--- config.mk ---
export PLATFORM = sky130hd
export DESIGN_NAME = ivs_shade
export DESIGN_NICKNAME = d
export VERILOG_FILES = /design/src/hw/rtl/ivs_pkg.sv /design/src/hw/rtl/ivs_shade.sv
export SDC_FILE = /design/constraint.sdc
export NUM_CORES = 1
export LEC_CHECK = 0
export BUFFER_PORTS_ARGS = -buffer_cell sky130_fd_sc_hd__buf_2
export CAP_MARGIN = 25
export CORE_AREA = 5 5 103 105
export DETAILED_ROUTE_END_ITERATION = 10
export DIE_AREA = 0 0 108 110
export GPL_ROUTABILITY_DRIVEN = 0
export GPL_TIMING_DRIVEN = 0
export SLEW_MARGIN = 10
export SYNTH_ARGS = -nofsm -noshare
export SYNTH_HDL_FRONTEND = slang
export SYNTH_SLANG_ARGS = --single-unit
--- constraint.sdc ---
create_clock -name vclk -period 2.7
set_clock_uncertainty 0.2 [all_clocks]
set_input_delay 0.54 -clock vclk [all_inputs]
set_output_delay 0.54 -clock vclk [all_outputs]
set_load 0.02 [all_outputs]
--- src/hw/rtl/ivs_pkg.sv ---
// ivs_pkg: word types, address constants and palettes shared by the
// byte-cell scanout modules. No dependencies.
`default_nettype none

package ivs_pkg;

    localparam int unsigned ADDR_W = 14;

    // action codes
    localparam logic ACT_WRITE  = 1'b0;
    localparam logic ACT_RENDER = 1'b1;

    localparam logic [ADDR_W-1:0] COLOUR_BASE       = 14'h2800;
    localparam logic [ADDR_W-1:0] STRIP_PIXEL_BASE  = 14'h2000;
    localparam logic [ADDR_W-1:0] STRIP_COLOUR_BASE = 14'h0800;

    typedef struct packed {
        logic              action;
        logic [ADDR_W-1:0] write_address;
        logic [7:0]        write_data;
        logic [5:0]        column;
        logic [7:0]        line;
        logic              blink_phase_on;
    } item_t;

    typedef struct packed {
        logic [31:0] pixel_0;
        logic [31:0] pixel_1;
        logic [31:0] pixel_2;
        logic [31:0] pixel_3;
        logic [31:0] pixel_4;
        logic [31:0] pixel_5;
        logic [31:0] pixel_6;
        logic [31:0] pixel_7;
    } result_t;

    // pattern and attribute read addresses of one cell
    typedef struct packed {
        logic [ADDR_W-1:0] pix;
        logic [ADDR_W-1:0] attr;
    } cell_addr_t;

    function automatic logic [31:0] fore_colour(input logic [3:0] idx);
        logic [31:0] c;
        case (idx)
            4'd0:    c = 32'hFF000000;
            4'd1:    c = 32'hFFFF0000;
            4'd2:    c = 32'hFF0000FF;
            4'd3:    c = 32'hFFFF00FF;
            4'd4:    c = 32'hFF00FF00;
            4'd5:    c = 32'hFFFFFF00;
            4'd6:    c = 32'hFF00FFFF;
            4'd7:    c = 32'hFFFFFFFF;
            4'd8:    c = 32'hFF000000;
            4'd9:    c = 32'hFFFF00A0;
            4'd10:   c = 32'hFF00A0FF;
            4'd11:   c = 32'hFFA000FF;
            4'd12:   c = 32'hFFA0FF00;
            4'd13:   c = 32'hFFFFA000;
            4'd14:   c = 32'hFF00FFA0;
            default: c = 32'hFFFFFFFF;
        endcase
        return c;
    endfunction

    function automatic logic [31:0] back_colour(input logic [2:0] idx);
        logic [31:0] c;
        case (idx)
            3'd0:    c = 32'hFF000000;
            3'd1:    c = 32'hFFA00000;
            3'd2:    c = 32'hFF0000A0;
            3'd3:    c = 32'hFFA000A0;
            3'd4:    c = 32'hFF00A000;
            3'd5:    c = 32'hFFA0A000;
            3'd6:    c = 32'hFF00A0A0;
            default: c = 32'hFFA0A0A0;
        endcase
        return c;
    endfunction

endpackage

`default_nettype wire

--- src/hw/rtl/ivs_shade.sv ---
// ivs_shade: palette lookup, blink masking and expansion of one pattern
// byte into eight ABGR pixels. Depends on ivs_pkg.
`default_nettype none

module ivs_shade (
    input  wire logic [7:0]     pattern,
    input  wire logic [7:0]     attr,
    input  wire logic           blink_phase_on,
    output ivs_pkg::result_t    pixels
);
    import ivs_pkg::*;

    logic [31:0] bg;
    logic [31:0] fg;
    logic [31:0] fg_shown;

    always_comb
    begin
        bg = back_colour(attr[2:0]);
        fg = fore_colour(attr[6:3]);
        // blinking cell in the off phase shows background only
        fg_shown = (!blink_phase_on && attr[7]) ? bg : fg;
        pixels.pixel_0 = pattern[7] ? fg_shown : bg;
        pixels.pixel_1 = pattern[6] ? fg_shown : bg;
        pixels.pixel_2 = pattern[5] ? fg_shown : bg;
        pixels.pixel_3 = pattern[4] ? fg_shown : bg;
        pixels.pixel_4 = pattern[3] ? fg_shown : bg;
        pixels.pixel_5 = pattern[2] ? fg_shown : bg;
        pixels.pixel_6 = pattern[1] ? fg_shown : bg;
        pixels.pixel_7 = pattern[0] ? fg_shown : bg;
    end

endmodule

`default_nettype wire

=== After elaboration in Yosys (flattened, before gate mapping) ===
Memory sizes are Yosys's and may differ from the RTL's.
Index checks and enable logic that the tools add are counted.

* Multiplexer cells: 10
* Equality and inequality tests: 6
* Reductions and logical operators: 3

{| class="wikitable"
|+ Operators with widths
! kind !! number
|-
| $mux W32 || 9
|-
| $pmux W24 S7 || 1
|-
| $eq A3 B3 Y1 const B || 3
|-
| $eq A3 B2 Y1 const B || 2
|-
| $eq A3 B1 Y1 const B || 1
|-
| $logic_not A3 Y1 || 1
|-
| $logic_and A1 B1 Y1 || 1
|-
| $logic_not A1 Y1 || 1
|}

* Register bits after elaboration: 0
* Logic and storage cells: 20
* Memories: 1
* ROM bits: 384
* Output and inout bits: 256
* Input port bits: 17

{| class="wikitable"
|+ Memories
! name !! depth !! bits a word !! rd ports !! clocked after memory_dff !! write ports !! RTL line !! source
|-
| (name not given) || 16 || 24 || 1 || 0 || 0 || ivs_pkg.sv:45 || <nowiki>case (idx)</nowiki>
|}

=== Logic depth before layout (Yosys ltp) ===
Gate-level depths: netlist of the first run.

* Word-level depth: 4
* Depth in mapped cells: 6
* Gate-level depth less buffers: 3

=== Worst setup path after synthesis of the first run ===
OpenSTA, ideal clock, no wires.

* Kind: input port to output port
* Start point: input blink_phase_on
* End point: output pixels[111] in the netlist's numbering
* Stages: 6
* Buffers on the path: 3
* Path slack: 0.275 ns
* Arrival time: 1.685 ns
* Required time: 1.960 ns
* Cell sequence: nand2b_1 > clkbuf_1 > buf_2 > a21oi_1 > a21oi_1 > buf_4

{| class="wikitable"
|+ RTL lines
! item !! RTL line !! source
|-
| start: declaration || ivs_shade.sv:8 || <nowiki>input wire logic blink_phase_on,</nowiki>
|-
| end: declaration || ivs_shade.sv:9 || <nowiki>output ivs_pkg::result_t pixels</nowiki>
|}

==> run metrics, run 1 <==
global-route wire length before repair=11600 um; Post-Layout Cell Count=around 710; share of the synthesized area in the top cell type=69.2%; worst hold path class=in -> out; most numerous cell in the Yosys netlist=buf_4; ant diodes=0; XOR/XNOR Fraction of Synth Area=0%; mean routed wirelength per cell=12.0 um; pwr dens=approximately 250 nW/um2; adder-cell area share of the yosys netlist=0%; Initial Util=23.6%; Total Nets Final=~600; Chip Height=110 um; # setup viols final=0; via count=2397; # IOs=273; Final Hold Vio Count=0; initial antenna violation count=0; Die ar.=11900 um2; WP data required=1.96 ns; wirelength, routed=8450 um; core area=9550 um2; static leakage=2.44 nW; Sequential cell area=0 um2; compound-cell area share of the yosys netlist=17.6%; width of the die=108 um; vias in the first global route=2192; Avg Cell Area, Syn=7.38 um2; # clk buffers=0; Initial DRC Count=56; RSZ-0062 raised after global routing=false; share of cells above drive strength 1=76.5%; WP data arrival=around 1.9 ns; crit share post-route=between 90 and 100%; Final ANT Viol Nets=0; YS warnings=0; gr usage total=12.1%; DRC errors left=0; status=finished clean; crit-path max FO=8; Syn Inst Count=306; crit path kind=in -> out; final hold slack=1.45 ns; Simple-Gate Fraction of Synth Area=7.37%; FF+latch count=0; mapped cell area=around 2300 um2; Pwr Total=approximately 940 uW; CP Capture Type=output pin; # port buffers=198; multiplexer share of the synthesized area=0%; synth unique cells=13; share of the yosys chip area belonging to registers=0%; fin. max-slew vios=0; synthesis-to-finish area growth=67.0%; Cells after DPL=700; fin crit period=2.59 ns; DRT Pass-1 Iters=4; Max VDD drop=0.0000875 V; Row Count=36; Congestion Overflow GR=0; Post-synth top cells=buf_4 (208), a21oi_1 (48), and2_1 (24); Max Cap Violations=0; largest area contributor in the netlist=buf_4; pin count of the biggest net entering global routing=11; placed cell areas=3650 um2; synth top area cells=buf_4 (69%), a21oi_1 (11%), a311oi_4 (7.0%); Max Fclk=0.386 GHz; vias per cell=approximately 3.4; largest family of logic cells by synthesized area=buffers and inverters; DPL Wire Length=7300 um; post-route cell area=3770 um2; kind of start point of the critical path=input pin
-- metal layers --
metal	vias up	track usage [%]	wire (um)
met4	0	0.0902	0
li1	1244	-	-
met1	1016	14.5	3130
met3	0	2.56	931
met5	-	0	0
met2	137	23.5	4390
-- report_power, final --
part	leakage (nW)	internal (mW)	switching, mW	total [mW]
logic	2.44	0.399	0.546	0.945
registers	0	0	0	0
clock network	0	0	0	0
total	2.44	0.399	0.546	0.945
-- worst max-delay path, stage by stage --
cell and delay, ns:
buf_2 0.21, inv_4 0.08, a311oi_4 0.30, buf_12 0.17, and2_1 0.25, buf_4 0.15, buf_2 0.15
-- cells in the final DEF (no fill, tap or decap), drive strengths merged --
cell	synthesis	routed
buf	212	418
a21oi	48	48
clkdlybuf4s25	9	9
a311oi	6	6
and2	24	24
inv	3	3
conb	1	64
and2b	1	1
nand2b	1	1
-- path summary, 6_finish.rpt --
| path | from | to | slack (ns) | cells after the start |
|---|---|---|---|---|
| worst min-delay path | pattern[7] | pixels[229] | 1.45 | 3 |
| worst max-delay path | attr[5] | pixels[9] | 0.11 | 7 |
-- metrics by stage --
stage	util, %	TNS (ns)	setup slack, ns
3_5_place_dp	38.2	-19.30	-0.259
3_3_place_gp	38.2	-14.45	-0.215
6_report	39.5	0	0.107
4_1_cts	39.3	0	0.0200
2_1_floorplan	-	0	0.275
5_1_grt	39.5	0	0.0141
-- timing repair --
item                                    in CTS  in global routing
cloned                                       0                  0
hold buffers                                 0                  0
setup buffers                                7                  1
endpoints found under the setup margin     158                 11
hold endpoints to repair                     0                  0
gates resized for setup                      3                  3
pin swaps                                    6                  1
-- cell families (layout without fill, tap and decap cells) --
group / count (synthesis) / after routing
other: 1 / 64
and+or+nand+nor: 26 / 26
AOI/OAI and AO/OA: 54 / 54
buffers and inverters: 225 / 430
-- cell type report --
type,instances,area [um2]
inverter,3,16.3
tap,133,166
buffer,221,1670
fill,1053,5780
multi-input combinational,144,812
timing repair buffer,206,1100
No activity file was read; power rests on OpenSTA's default activity.
==> inputs of run 2 (changes only) <==
GPL_TIMING_DRIVEN = unset   (was 0)
==> run 2 against run 1 <==
- hold slack worse by 0.16 ns
- sequential share of layout area unchanged
- global-route usage down 3.1 points
- non-clock buffer count down 212
- via count down 29%
- die area unchanged
- final cell count down 30%
- first-iteration DRC count down 36%
- highest routed layer unchanged
==> run metrics, run 2 (synthesized netlist as in run 1, its figures left out) <==
crit share post-route=95.4% (was 96.0%); width of the die=108 um (unchanged); mean routed wirelength per cell=14.0 um (was 12.0 um); Initial Util=23.6% (unchanged); Crit path top cell by count=buf_2 (unchanged); Slew @ Worst Pin=0.639 ns; vias in the first global route=1274 (was 2192); fin crit period=2.58 ns (was 2.59 ns); static leakage=1.40 nW (was 2.44 nW); ant diodes=0 (unchanged); WP data arrival=1.84 ns (was 1.85 ns); Setup WS pre-CTS=-0.225 ns (was -0.259 ns); Die ar.=11900 um2 (unchanged); Final ANT Viol Nets=0 (unchanged); pin count of the biggest net entering global routing=25 (was 11); crit-path max FO=8 (unchanged); Final Hold Vio Count=0 (unchanged); global-route wire length before repair=8200 um (was 11600 um); top sig layer=met3 (unchanged); CP Capture Type=output pin (unchanged); Cells after DPL=493 (was 700); Initial DRC Count=36 (was 56); final hold slack=1.29 ns (was 1.45 ns); RSZ-0062 raised after global routing=false (unchanged); Max Fclk=0.388 GHz (was 0.386 GHz); # clk buffers=0 (unchanged); crit path kind=in -> out (unchanged); DRC errors left=0 (unchanged); Hold EP=pixels[183] (was pixels[229]); # IOs=273 (unchanged); initial antenna violation count=0 (unchanged); synthesis-to-finish area growth=-7.37% (was 67.0%); worst hold path class=in -> out (unchanged); Total Nets Final=381 (was 593); slew margin rel.=approximately 57%; Critical-path top delay cell=a311oi_4 (unchanged); FF+latch count=0 (unchanged); Max Cap Violations=0 (unchanged); gr usage total=9.07% (was 12.1%); Max stage delay on crit path=0.59 ns (was 0.30 ns); # port buffers=209 (was 198); placed cell areas=2080 um2 (was 3650 um2); Sequential cell area=0 um2 (unchanged); CP bufs+invs=3 (was 5); crit path cell chain=buf_2 -> inv_4 -> a311oi_4 -> a21oi_1 -> buf_2 (was buf_2 -> inv_4 -> a311oi_4 -> buf_12 -> and2_1 -> buf_4 -> buf_2); Row Count=36 (unchanged); post-route cell area=2090 um2 (was 3770 um2); fin. max-slew vios=0 (unchanged); Worst path depth=5 (was 7); DRT Pass-1 Iters=4 (unchanged); setup ws final=0.124 ns (was 0.107 ns); Max VDD drop=0.0000961 V (was 0.0000875 V); status=finished clean (unchanged); layout filler cell count=1110 (was 1053); met2 wire length=3410 um (was 4390 um); DPL Wire Length=5870 um (was 7300 um); core area=9550 um2 (unchanged); area of the multi-input gates=805 um2 (was 812 um2); WL met3=727 um (was 931 um); # setup viols final=0 (unchanged); Min-Delay Startpoint=pattern[5] (was pattern[7]); share of cells above drive strength 1=62.2% (was 76.5%); via count=1690 (was 2397); Post-Layout Cell Count=495 (was 707); hold depth=3 (unchanged); pwr dens=319 nW/um2 (was 251 nW/um2); wirelength, routed=6920 um (was 8450 um); vias per cell=3.41 (was 3.39); Pwr Total=668 uW (was 945 uW); wire length on met1=2780 um (was 3130 um); WP data required=1.96 ns (about the same); cell family with most CP delay=compound AO/OA/AOI/OAI gates (was buffers and inverters); most common cell after layout, fill and taps aside=buf_2 (was buf_4); commonest non-fill, non-tap cells in the layout=buf_2 (209), conb_1 (64), a21oi_1 (48), and2_1 (24), a311oi_4 (6) (was buf_4 (214), buf_2 (198), conb_1 (64), a21oi_1 (47), and2_1 (21)); kind of start point of the critical path=input pin (unchanged); Chip Height=110 um (unchanged); Congestion Overflow GR=0 (unchanged)
run 2: metrics by stage:
step	util [%]	TNS, ns
final	21.9	0
after global routing	21.9	0
after CTS	21.9	0
after detailed placement	21.7	-4.63
after global placement	21.7	-5.20
after floorplan	-	0
run 2: timing repair:
action | in CTS | in global routing
buffers inserted | 2 | 0
pin swaps | 1 | 2
endpoints found under the setup margin | 48 | 4
gates resized for setup | 0 | 0
hold buffers | 0 | 0
run 2: routing by layer:
metal  GRT usage, %  up-vias
met4              0        0
met2           16.8      140
met1           12.3      733
met5              0        -
met3          0.524        0
li1               -      817
run 2: worst max path at each step:
stage	from	to	slack (ns)
after floorplan	blink_phase_on	pixels[111]	0.27
after global placement	attr[7]	pixels[6]	-0.24
after detailed placement	attr[7]	pixels[6]	-0.22
after CTS	attr[7]	pixels[175]	0.05
after global routing	attr[3]	pixels[175]	0.01
final	attr[3]	pixels[175]	0.12
run 2: final cells by class:
cell class	count	share of cell area, %
Timing Repair Buffer	215	52.8
Multi-Input combinational cell	144	38.5
Tap cell	133	7.96
Inverter	3	0.778
run 2: where the power goes:
part / switching [mW] / internal [mW]
logic: 0.495 / 0.173
registers: 0 / 0
clock network: 0 / 0
